===== src/hw/rtl/rspr_pkg.sv =====
// Shared types, character codes and result kinds for the remote-protocol
// packet receiver. Used by rspr_skid and rsp_packet_receiver; depends on nothing.
`default_nettype none

package rspr_pkg;

   // Result kinds carried on rsp_tuser
   localparam logic [2:0] KIND_PAYLOAD   = 3'd0;
   localparam logic [2:0] KIND_GOOD      = 3'd1;
   localparam logic [2:0] KIND_MISMATCH  = 3'd2;
   localparam logic [2:0] KIND_INTERRUPT = 3'd3;
   localparam logic [2:0] KIND_OVERLONG  = 3'd4;
   localparam logic [2:0] KIND_TIMEOUT   = 3'd5;

   // Input beat kinds carried on req_tuser
   localparam logic OP_BYTE = 1'b0;
   localparam logic OP_TICK = 1'b1;

   // Framing characters and acknowledge bytes
   localparam logic [7:0] CH_START = 8'h24;  // '$'
   localparam logic [7:0] CH_HASH  = 8'h23;  // '#'
   localparam logic [7:0] CH_BREAK = 8'h03;  // interrupt request
   localparam logic [7:0] CH_ACK   = 8'h2B;  // '+'
   localparam logic [7:0] CH_NAK   = 8'h2D;  // '-'
   localparam logic [7:0] CH_NONE  = 8'h00;

   localparam logic [7:0] TIMEOUT_RESET = 8'd10;
   localparam int LEN_W = 11;

   typedef struct packed {
      logic [2:0]       kind;
      logic [7:0]       payload_byte;
      logic [7:0]       reply_byte;
      logic [LEN_W-1:0] payload_length;
      logic [7:0]       computed_sum;
      logic [7:0]       received_sum;
   } result_type;

   typedef struct packed {
      logic       bad;
      logic [3:0] value;
   } hex_type;

   // Decode one ASCII hex digit; anything else flags bad and decodes as zero
   function automatic hex_type hex_decode(input logic [7:0] c);
      hex_type h;
      h.bad   = 1'b0;
      h.value = 4'd0;
      if (c >= 8'h30 && c <= 8'h39) begin
         h.value = c[3:0];
      end else if ((c >= 8'h61 && c <= 8'h66) || (c >= 8'h41 && c <= 8'h46)) begin
         h.value = c[3:0] + 4'd9;
      end else begin
         h.bad = 1'b1;
      end
      return h;
   endfunction

endpackage

`default_nettype wire


===== src/hw/rtl/rsp_packet_receiver.sv =====
// Top level of the remote-protocol packet receiver: framing state machine,
// checksum and timeout logic. Uses rspr_pkg and rspr_skid.
`default_nettype none

// Takes one serial byte or idle tick per cycle on req_* while req_tready is
// high, and reports payload bytes, packet status and interrupts on rsp_*. Each
// beat is handled combinationally (an 8-bit add, the payload count compare and
// a hex decode), so a beat may be accepted every cycle; its result is
// registered in a two-entry output buffer, so input continues while a result
// is stalled; req_tready drops only when both entries are full. Between
// packets, ticks and bytes other than break give no result, nor do the start
// character, the hash or the high checksum digit. csr_* sets the idle tick
// timeout (reset 10) and should be written only while no packet is open.
module rsp_packet_receiver #(
   parameter int MAX_PAYLOAD = 1024
) (
   input  wire logic        clock,
   input  wire logic        reset,
   // input beats
   input  wire logic        req_tvalid,
   output logic             req_tready,
   input  wire logic [7:0]  req_tdata,   // [7:0] byte_value
   input  wire logic        req_tuser,   // [0] op (0 byte, 1 idle tick)
   // result beats
   output logic             rsp_tvalid,
   input  wire logic        rsp_tready,
   output logic [47:0]      rsp_tdata,   // [7:0] payload_byte, [15:8] reply_byte,
                                         // [26:16] payload_length,
                                         // [34:27] computed_sum,
                                         // [42:35] received_sum, [47:43] zero
   output logic [2:0]       rsp_tuser,   // [2:0] kind
   // timeout register write
   input  wire logic        csr_valid,
   output logic             csr_ready,
   input  wire logic [7:0]  csr_data     // timeout_ticks
);

   localparam int CW = $clog2(MAX_PAYLOAD + 1);
   localparam logic [CW-1:0] LAST_COUNT = CW'(MAX_PAYLOAD - 1);

   typedef enum logic [1:0] {
      PH_IDLE,
      PH_DATA,
      PH_HI,
      PH_LO
   } phase_type;

   phase_type      phase_ff, phase_in;
   logic [7:0]     sum_ff, sum_in;
   logic [CW-1:0]  count_ff, count_in;
   logic [3:0]     high_ff, high_in;
   logic           derr_ff, derr_in;
   logic [7:0]     idle_ff, idle_in;
   logic [7:0]     timeout_ff;

   logic                 accept;
   logic                 res_valid;
   rspr_pkg::result_type res;
   rspr_pkg::result_type out_res;
   rspr_pkg::hex_type    hex;
   logic [7:0]           sum_next;
   logic [CW-1:0]        count_next;
   logic [CW+10:0]       count_ext;
   logic [CW+10:0]       next_ext;
   logic [7:0]           rsum;
   logic                 good;

   assign accept    = req_tvalid && req_tready;
   assign csr_ready = 1'b1;

   assign hex        = rspr_pkg::hex_decode(req_tdata);
   assign sum_next   = sum_ff + req_tdata;
   assign count_next = count_ff + CW'(1);
   assign count_ext  = {{rspr_pkg::LEN_W{1'b0}}, count_ff};
   assign next_ext   = {{rspr_pkg::LEN_W{1'b0}}, count_next};
   assign rsum       = {high_ff, hex.value};
   assign good       = !derr_ff && !hex.bad && (rsum == sum_ff);

   // Advance the framing state for one accepted beat and form its result
   always_comb begin
      phase_in  = phase_ff;
      sum_in    = sum_ff;
      count_in  = count_ff;
      high_in   = high_ff;
      derr_in   = derr_ff;
      idle_in   = idle_ff;
      res_valid = 1'b0;
      res       = '0;
      if (accept) begin
         if (req_tuser == rspr_pkg::OP_TICK) begin
            if (phase_ff != PH_IDLE) begin
               if (idle_ff >= timeout_ff) begin
                  res_valid          = 1'b1;
                  res.kind           = rspr_pkg::KIND_TIMEOUT;
                  res.reply_byte     = rspr_pkg::CH_NAK;
                  res.payload_length = count_ext[rspr_pkg::LEN_W-1:0];
                  res.computed_sum   = sum_ff;
                  phase_in = PH_IDLE;
                  sum_in   = '0;
                  count_in = '0;
                  high_in  = '0;
                  derr_in  = 1'b0;
                  idle_in  = '0;
               end else begin
                  idle_in = idle_ff + 8'd1;
               end
            end
         end else begin
            idle_in = '0;
            unique case (phase_ff)
               PH_IDLE: begin
                  if (req_tdata == rspr_pkg::CH_BREAK) begin
                     res_valid      = 1'b1;
                     res.kind       = rspr_pkg::KIND_INTERRUPT;
                     res.reply_byte = rspr_pkg::CH_ACK;
                  end else if (req_tdata == rspr_pkg::CH_START) begin
                     phase_in = PH_DATA;
                     sum_in   = '0;
                     count_in = '0;
                     high_in  = '0;
                     derr_in  = 1'b0;
                  end
               end
               PH_DATA: begin
                  if (req_tdata == rspr_pkg::CH_HASH) begin
                     phase_in = PH_HI;
                  end else begin
                     res_valid          = 1'b1;
                     res.payload_length = next_ext[rspr_pkg::LEN_W-1:0];
                     res.computed_sum   = sum_next;
                     if (count_ff == LAST_COUNT) begin
                        // drop the packet: too long
                        res.kind       = rspr_pkg::KIND_OVERLONG;
                        res.reply_byte = rspr_pkg::CH_NAK;
                        phase_in = PH_IDLE;
                        sum_in   = '0;
                        count_in = '0;
                        high_in  = '0;
                        derr_in  = 1'b0;
                     end else begin
                        res.kind         = rspr_pkg::KIND_PAYLOAD;
                        res.payload_byte = req_tdata;
                        res.reply_byte   = rspr_pkg::CH_NONE;
                        sum_in   = sum_next;
                        count_in = count_next;
                     end
                  end
               end
               PH_HI: begin
                  high_in  = hex.value;
                  derr_in  = hex.bad;
                  phase_in = PH_LO;
               end
               PH_LO: begin
                  res_valid          = 1'b1;
                  res.kind           = good ? rspr_pkg::KIND_GOOD : rspr_pkg::KIND_MISMATCH;
                  res.reply_byte     = good ? rspr_pkg::CH_ACK : rspr_pkg::CH_NAK;
                  res.payload_length = count_ext[rspr_pkg::LEN_W-1:0];
                  res.computed_sum   = sum_ff;
                  res.received_sum   = rsum;
                  phase_in = PH_IDLE;
                  sum_in   = '0;
                  count_in = '0;
                  high_in  = '0;
                  derr_in  = 1'b0;
               end
               default: begin
                  phase_in = PH_IDLE;
               end
            endcase
         end
      end
   end

   // Hold framing state and the timeout register
   always_ff @(posedge clock) begin
      if (reset) begin
         phase_ff   <= PH_IDLE;
         sum_ff     <= '0;
         count_ff   <= '0;
         high_ff    <= '0;
         derr_ff    <= 1'b0;
         idle_ff    <= '0;
         timeout_ff <= rspr_pkg::TIMEOUT_RESET;
      end else begin
         phase_ff <= phase_in;
         sum_ff   <= sum_in;
         count_ff <= count_in;
         high_ff  <= high_in;
         derr_ff  <= derr_in;
         idle_ff  <= idle_in;
         if (csr_valid && csr_ready) begin
            timeout_ff <= csr_data;
         end
      end
   end

   // Buffer results toward the output side
   rspr_skid u_skid (
      .clock     (clock),
      .reset     (reset),
      .in_valid  (res_valid),
      .in_ready  (req_tready),
      .in_data   (res),
      .out_valid (rsp_tvalid),
      .out_ready (rsp_tready),
      .out_data  (out_res)
   );

   assign rsp_tuser = out_res.kind;
   assign rsp_tdata = {5'd0, out_res.received_sum, out_res.computed_sum,
                       out_res.payload_length, out_res.reply_byte,
                       out_res.payload_byte};

   // Input stalls only while a result is already waiting
   a_stall_has_result: assert property (@(posedge clock) disable iff (reset)
      !req_tready |-> rsp_tvalid)
      else $error("input stalled with no result pending");

   // Between packets the running sum, count and idle tick count stay cleared
   a_idle_clear: assert property (@(posedge clock) disable iff (reset)
      phase_ff == PH_IDLE |-> (count_ff == '0 && sum_ff == '0 && idle_ff == '0))
      else $error("packet state not cleared while idle");

   // The payload count never goes past MAX_PAYLOAD - 1
   a_count_bound: assert property (@(posedge clock) disable iff (reset)
      count_ff <= LAST_COUNT)
      else $error("payload count past limit");

   // A tick between packets never produces a result
   a_tick_idle_quiet: assert property (@(posedge clock) disable iff (reset)
      (accept && req_tuser == rspr_pkg::OP_TICK && phase_ff == PH_IDLE) |-> !res_valid)
      else $error("result from an idle tick outside a packet");

endmodule

`default_nettype wire


===== src/hw/rtl/rspr_skid.sv =====
// Two-entry output buffer for result beats: an output register plus a skid
// register, so the receiver keeps taking beats while a result waits. Uses rspr_pkg.
`default_nettype none

module rspr_skid (
   input  wire logic                 clock,
   input  wire logic                 reset,
   input  wire logic                 in_valid,
   output logic                      in_ready,
   input  wire rspr_pkg::result_type in_data,
   output logic                      out_valid,
   input  wire logic                 out_ready,
   output rspr_pkg::result_type      out_data
);

   logic                 main_valid_ff, main_valid_in;
   logic                 skid_valid_ff, skid_valid_in;
   rspr_pkg::result_type main_ff, main_in;
   rspr_pkg::result_type skid_ff, skid_in;

   assign in_ready  = !skid_valid_ff;
   assign out_valid = main_valid_ff;
   assign out_data  = main_ff;

   // Pop the output slot first, then place a new beat in the first free slot
   always_comb begin
      main_valid_in = main_valid_ff;
      skid_valid_in = skid_valid_ff;
      main_in       = main_ff;
      skid_in       = skid_ff;
      if (main_valid_ff && out_ready) begin
         main_valid_in = skid_valid_ff;
         main_in       = skid_ff;
         skid_valid_in = 1'b0;
      end
      if (in_valid && !skid_valid_ff) begin
         if (!main_valid_in) begin
            main_valid_in = 1'b1;
            main_in       = in_data;
         end else begin
            skid_valid_in = 1'b1;
            skid_in       = in_data;
         end
      end
   end

   always_ff @(posedge clock) begin
      if (reset) begin
         main_valid_ff <= 1'b0;
         skid_valid_ff <= 1'b0;
      end else begin
         main_valid_ff <= main_valid_in;
         skid_valid_ff <= skid_valid_in;
      end
      main_ff <= main_in;
      skid_ff <= skid_in;
   end

endmodule

`default_nettype wire

===== config.mk =====
export PLATFORM = sky130hd
export DESIGN_NAME = rsp_packet_receiver
export DESIGN_NICKNAME = d
export VERILOG_FILES = /design/src/hw/rtl/rspr_pkg.sv /design/src/hw/rtl/rsp_packet_receiver.sv /design/src/hw/rtl/rspr_skid.sv
export SDC_FILE = /design/constraint.sdc
export NUM_CORES = 1
export LEC_CHECK = 0
export BUFFER_PORTS_ARGS = -buffer_cell sky130_fd_sc_hd__buf_4
export CORE_ASPECT_RATIO = 0.9
export CORE_MARGIN = 2
export CORE_UTILIZATION = 39
export CTS_BUF_LIST = sky130_fd_sc_hd__clkbuf_4 sky130_fd_sc_hd__clkbuf_8
export DETAILED_ROUTE_END_ITERATION = 10
export HOLD_SLACK_MARGIN = 0.06
export SYNTH_ARGS = -nofsm -noshare
export SYNTH_HDL_FRONTEND = slang
export SYNTH_SLANG_ARGS = --single-unit

===== constraint.sdc =====
create_clock -name clock -period 14.1 [get_ports clock]
set_clock_uncertainty 0.15 [all_clocks]
set_input_delay 4.23 -clock clock [delete_from_list [all_inputs] [get_ports clock]]
set_output_delay 4.23 -clock clock [all_outputs]
set_load 0.02 [all_outputs]

==> impl_results.md, run 1 <==
* Slew Viols, Final at 0
* Stages on the worst setup path at 4
* R2r worst-path depth at 4
* Synth Area in Compound Gates at 0.169
* Setup TNS at 0 ns
* Yosys top cell area share at 0.264
* CP max stage cell: nor2_4
* Worst setup EP type: flop
* Fin area at 7900 sq um
* Share of cells above drive strength 1 at 0.175
* Post-CTS resize count at 0
* Postcts setup bufs at 0
* Worst Path Buf+Inv at 1
* Pre-antenna DRT Iters at 5
* Distinct cells, synth at 70
* Vias per Instance at 5.35
* CP Max Fanout at 41
* Combinational family with the most area after synthesis: simple AND/OR/NAND/NOR gates
* Reg2Reg Setup Slack at 10.18 ns
* Insertion delay to the later sink of the worst-skew pair at 0.46 ns
* Layout area overhead at 15.8%
* Crit path required time at 14.02 ns
* Fin crit share at 0.471
* Vias in the first global route at 5,111
* Worst setup path category: input pin to flop
* Total GRT Usage at 0.192
* Cell type with the largest total area after synthesis: dfxtp_1
* Total I/O pin count at 76
* Slew of the pin with the lowest slew margin at 1.18 ns
* Placed instance area at 7490 sq um
* Final worst-path setup slack at 7.46 ns
* CTS clk-pin slew, worst paths at 0.08 ns
* Dpl cells at 1,026
* Post-synth ARST share at 0
* Hold buffer count at CTS at 0
* Worst Setup SP: req_tuser
* Max incr delay on CP at 0.98 ns
* First-pass GRT wire length at 27.8 mm
* ANT cells at 0
* CTS Buf Count at 17
* CTS Buffer Depth at 2
* Top post-synthesis cells by area: dfxtp_1, edfxtp_1, mux2i_1
* Initial antenna violation count at 0
* FMAX at 150 MHz
* Proportion of synthesized area in mux cells at 0.0666
* Drt wl/cell at 16.2 um
* Initial Utilization at 0.401
* CTS tree: built
* Slew Limit Headroom at 0.210
* Worst hold path class: flop to flop
* Largest net degree at the start of global routing at 48
* Crit path capture: u_skid.skid_ff[1]
* Yosys warning count at 0
* Adder-Cell Fraction of Synth Area at 0.0396
* Core Box Area at 17,000 sq um
* Number of flops mapped to enable cells by yosys at 41
* Die H at 129 um
* R2r startpoint: phase_ff[0]
* Clock sink count at 131
* Iter 0 DRT Violations at 439
* Setup crit start kind: input pin
* Flops & latches, synth at 131
* Cell leakage power at 0.00323 uW
* Max VDD drop at 0.0558 mV
* Status: finished, final reports clean
* Arr. time, crit path at 6.56 ns
* MaxCap Viol Count at 0
* Root Buffer: clkbuf_8
* Post-DP HPWL at 12.2 mm
* Util after Layout at 0.464
* Final ANT Viol Nets at 0
* Synthesized area at 6820 sq um
* P per Cell Area at 107 nW/um^2
* Sequential-to-total area share from yosys stat at 0.445
* Gr ovfl total at 0
* Die ar. at 18,600 sq um
* Synth Instances at 756
* Final WL at 17.2 mm
* Die width at 143 um
* DRC Markers at 0
* Synth Area in XOR/XNOR at 0.0205
* DR vias at 5,661
* Reg-to-reg endpoint: u_skid.skid_ff[1]
* Final hold viol count at 0
* Port Buffer Count at 69
* Ys flop type: dfxtp_1
* Final nets at 853
* Hold Startpoint: u_skid.out_data[34]
* Most common cell after layout, fill and taps aside: dfxtp_1
* Cell family with most CP delay: compound AO/OA/AOI/OAI gates
* Most frequent cells in the layout: dfxtp_1, nand2_1, buf_4, nor2_1, a21oi_1
* DP Worst Slack at 6.99 ns
* Cell Count, Final, Fillers Out at 1,058
* Critical Path, Cell by Cell: buf_4 > a21oi_1 > o21ai_0 > nor2_4
* Syn avg cell area at 9.02 sq um
* Synth Area in Simple Gates at 0.216
* Final Setup Violations at 0
* H-tree depth at 4
* RSZ-0062 raised after global routing: no
* Period minus WS final at 6.64 ns
* # rows at 45
* Global placement routability congestion at 0.901
[per-layer routing]
metal	vias to the layer above	global-route usage	part of all wire
met2	192	0.275	0.42
met3	18	0.0395	0.062
met1	2631	0.291	0.51
li1	2820	-	-
met5	-	0	0
met4	0	0.0565	0.014
[registers in the layout, indices dropped and copies added (netlist names)]
register              flops
u_skid.out_data          46
high_ff                   4
sum_ff                    8
u_skid.skid_valid_ff      1
idle_ff                   8
timeout_ff                8
count_ff                 11
derr_ff                   1
u_skid.skid_ff           41
u_skid.out_valid          1
phase_ff                  2
[per-stage QoR]
step                      total power (uW)  hold slack (ns)
final                                  843            0.333
after detailed placement               521            0.322
after floorplan                        481            0.308
after CTS                              851            0.336
after global routing                   880            0.353
after global placement                 521            0.320
[power by group]
group          internal, uW  total, uW  switching [uW]  leakage (uW)
Combinational          41.3       99.9            58.6       0.00193
Sequential              403        412            9.93       0.00110
Clock                   169        330             161      0.000205
[cell families after synthesis]
logic type | count (synthesis)
other | 2
xor gates and xnor gates | 16
muxes | 44
buffers and inverters | 64
DFF | 131
AOI/OAI and AO/OA | 181
adders and majority gates | 21
and+or+nand+nor | 297
[cells in the mapped netlist (5+ instances only)]
cell	n
ha_1	20
nand2_1	87
nand3b_1	5
edfxtp_1	41
or2_2	5
clkbuf_1	20
xor2_1	7
o21ai_1	7
a22o_1	10
xnor2_1	9
o21ai_0	40
and3_1	14
buf_4	7
dfxtp_1	90
o31ai_1	8
a211oi_1	7
a22oi_1	11
mux2_2	11
nor4_1	7
nand3_1	38
nand4_1	8
a21oi_1	53
a21o_1	8
a31oi_1	7
and2_1	18
nor2_1	74
nor3_1	7
buf_2	14
mux2i_1	33
nor2b_1	11
inv_1	19
[final cells by class]
class,instances,area (sq um)
tap,235,294
multi-input combinational,565,3530
timing repair buffer,74,556
fill,1699,9110
sequential,131,3030
clock inverter,13,149
inverter,21,78.8
clock buffer,19,262
[worst min-delay path by stage]
stage          cells after the start                   to
2_1_floorplan                      2          count_ff[1]
3_3_place_gp                       1  u_skid.out_data[34]
3_5_place_dp                       1  u_skid.out_data[34]
4_1_cts                            1  u_skid.out_data[34]
5_1_grt                            1  u_skid.out_data[34]
6_report                           1  u_skid.out_data[34]
Note: power is estimated with default switching activity, not from simulation.
==> run 2, diff against run 1 <==
--- a/config.mk
+++ b/config.mk
@@ -5,6 +5,7 @@
 export SDC_FILE = /design/constraint.sdc
 export NUM_CORES = 1
 export LEC_CHECK = 0
+export ABC_AREA = 1
 export BUFFER_PORTS_ARGS = -buffer_cell sky130_fd_sc_hd__buf_4
 export CORE_ASPECT_RATIO = 0.9
 export CORE_MARGIN = 2
==> constraint.sdc (replaced) <==
create_clock -name clock -period 5.9 [get_ports clock]
set_clock_uncertainty 0.15 [all_clocks]
set_input_delay 1.77 -clock clock [delete_from_list [all_inputs] [get_ports clock]]
set_output_delay 1.77 -clock clock [all_outputs]
set_load 0.02 [all_outputs]
==> run 2 against run 1 <==
- global-route usage up 0.11 points
- clock power rose to 2.5 times the previous value
- register-to-register slack worse by 7.7 ns
- critical path type unchanged
- largest cell class unchanged
==> impl_results.md, run 2 <==
* Final nets at 973
* Fin area at 7930 sq um
* Worst hold path class: flop to flop
* # rows at 45
* FMAX at 250 MHz
* Vias in the first global route at 5,416
* CTS clk-pin slew, worst paths at 0.07 ns
* Postcts setup bufs at 0
* DRC Markers at 0
* Dpl cells at 1,146
* Insertion delay to the later sink of the worst-skew pair at 0.45 ns
* Hold buffer count at CTS at 0
* Most common cell after layout, fill and taps aside: nand2_1
* Slew Viols, Final at 0
* CP Max Fanout at 22
* Worst setup path category: input pin to flop
* Fin crit share at 0.678
* First-pass GRT wire length at 27.9 mm
* Largest register FFs at 46
* Synth Instances at 871
* Arr. time, crit path at 3.98 ns
* Max VDD drop at 0.142 mV
* Total I/O pin count at 76
* Placed instance area at 7500 sq um
* MaxCap Viol Count at 0
* Vias per Instance at 5.01
* Cell type with the largest total area after synthesis: dfxtp_1
* Port Buffer Count at 69
* Distinct cells, synth at 49
* Setup crit start kind: input pin
* Gr ovfl total at 0
* Largest net degree at the start of global routing at 48
* RSZ-0062 raised after global routing: no
* Post-synth ARST share at 0
* P per Cell Area at 281 nW/um^2
* Layout area overhead at 15.8%
* Slew of the pin with the lowest slew margin at 0.821 ns
* CTS tree: built
* Initial Utilization at 0.402
* Worst setup EP type: flop
* Share of cells above drive strength 1 at 0.170
* Crit path required time at 5.88 ns
* Final ANT Viol Nets at 0
* Die width at 144 um
* CTS Buffer Depth at 2
* Top post-synthesis cells by area: dfxtp_1, edfxtp_1, nand2_1
* Iter 0 DRT Violations at 548
* Sequential-to-total area share from yosys stat at 0.443
* Flops & latches, synth at 131
* Cell Count, Final, Fillers Out at 1,178
* Post-DP HPWL at 12.6 mm
* Final WL at 17.3 mm
* Initial antenna violation count at 0
* Most frequent cells in the layout: nand2_1, nor2_1, dfxtp_1, inv_1, buf_4
* Hold slack at 0.296 ns
* Core Box Area at 17,100 sq um
* Die H at 130 um
* Slew Limit Headroom at 0.452
* Clock sink count at 131
* ANT cells at 0
* Final hold viol count at 0
* DR vias at 5,905
* Status: finished, final reports clean
* CTS Buf Count at 17
* Cell leakage power at 0.00355 uW
* Pre-antenna DRT Iters at 6
* Util after Layout at 0.465
* Drt wl/cell at 14.7 um
* Ys flop type: dfxtp_1
* Die ar. at 18,600 sq um
* Yosys top cell area share at 0.263
* Setup TNS at 0 ns
* Root Buffer: clkbuf_8
* Yosys warning count at 0
* Count leader, synth: nand2_1
* Total GRT Usage at 0.193
* Number of flops mapped to enable cells by yosys at 41
* Post-synth top cells: nand2_1, nor2_1, dfxtp_1
* Synthesized area at 6850 sq um
* Post-CTS resize count at 0
* Final Setup Violations at 0
* Period minus WS final at 4.00 ns
* H-tree depth at 4
* Syn avg cell area at 7.87 sq um
* Global placement routability congestion at 0.939
## run 2: cell types whose count changed in the layout (fill, tap and decap cells not counted), sizes merged, moves of 9 or more
cell   delta
a22o     -10
mux2i    -16
nand3    +15
nor2b    -11
o21ai    +30
nand2    +90
and2     -19
nor2     +49
o31ai    -11
inv      +72
a22oi    -10
a31oi     +9
mux2     -11
and3     -13
## run 2: logic make-up after synthesis
kind of cell	after synthesis	share of synthesized area
simple gates	401	0.268
compound gates	164	0.131
flops	131	0.443
buf+inv	124	0.0780
fa+ha+maj	21	0.0394
mux	17	0.0248
xor+xnor	11	0.0141
other cells	2	0.00110
## run 2: where the power goes
group          total [uW]  switching [uW]  internal (uW)
sequential           1030            39.9            985
clock                 839             384            455
combinational         365             220            145
total                2230             644           1580
## run 2: final timing paths
kind,start,to,slack (ns),cells after the start
worst max-delay path,req_tdata[0],u_skid.skid_ff[17],1.90,11
worst min-delay path,u_skid.out_data[31],u_skid.out_data[31],0.30,2
worst max register to register,phase_ff[1],u_skid.skid_ff[17],2.49,8
worst min register to register,u_skid.out_data[31],u_skid.out_data[31],0.30,2
## run 2: critical path, stage by stage
cell and delay (ns):
buf_4 0.13, ha_1 0.19, nand2_1 0.10, nor2_4 0.13, nand4_1 0.16, nor2_2 0.21
nor2_4 0.06, nand3_2 0.08, nand3_1 0.12, inv_1 0.60, buf_4 0.41
## run 2: cell type report
class | count | area, sq um
timing repair buffer | 72 | 541
fill | 1706 | 9130
multi-input combinational | 620 | 3300
inverter | 88 | 330
sequential | 131 | 3030
clock inverter | 12 | 164
tap | 235 | 294
clock buffer | 20 | 269
## run 2: stage by stage
step / worst slack [ns] / power (uW)
global route: 1.74 / 2340
CTS: 1.93 / 2250
finish: 1.90 / 2230
global placement: 1.50 / 1410
detailed placement: 1.44 / 1410
floorplan: 1.94 / 1280
## run 2: metal layers
metal | wire length [um] | GRT usage
met2 | 7740 | 0.295
met1 | 8070 | 0.265
met4 | 454 | 0.0773
met5 | 0 | 0
met3 | 1070 | 0.0466
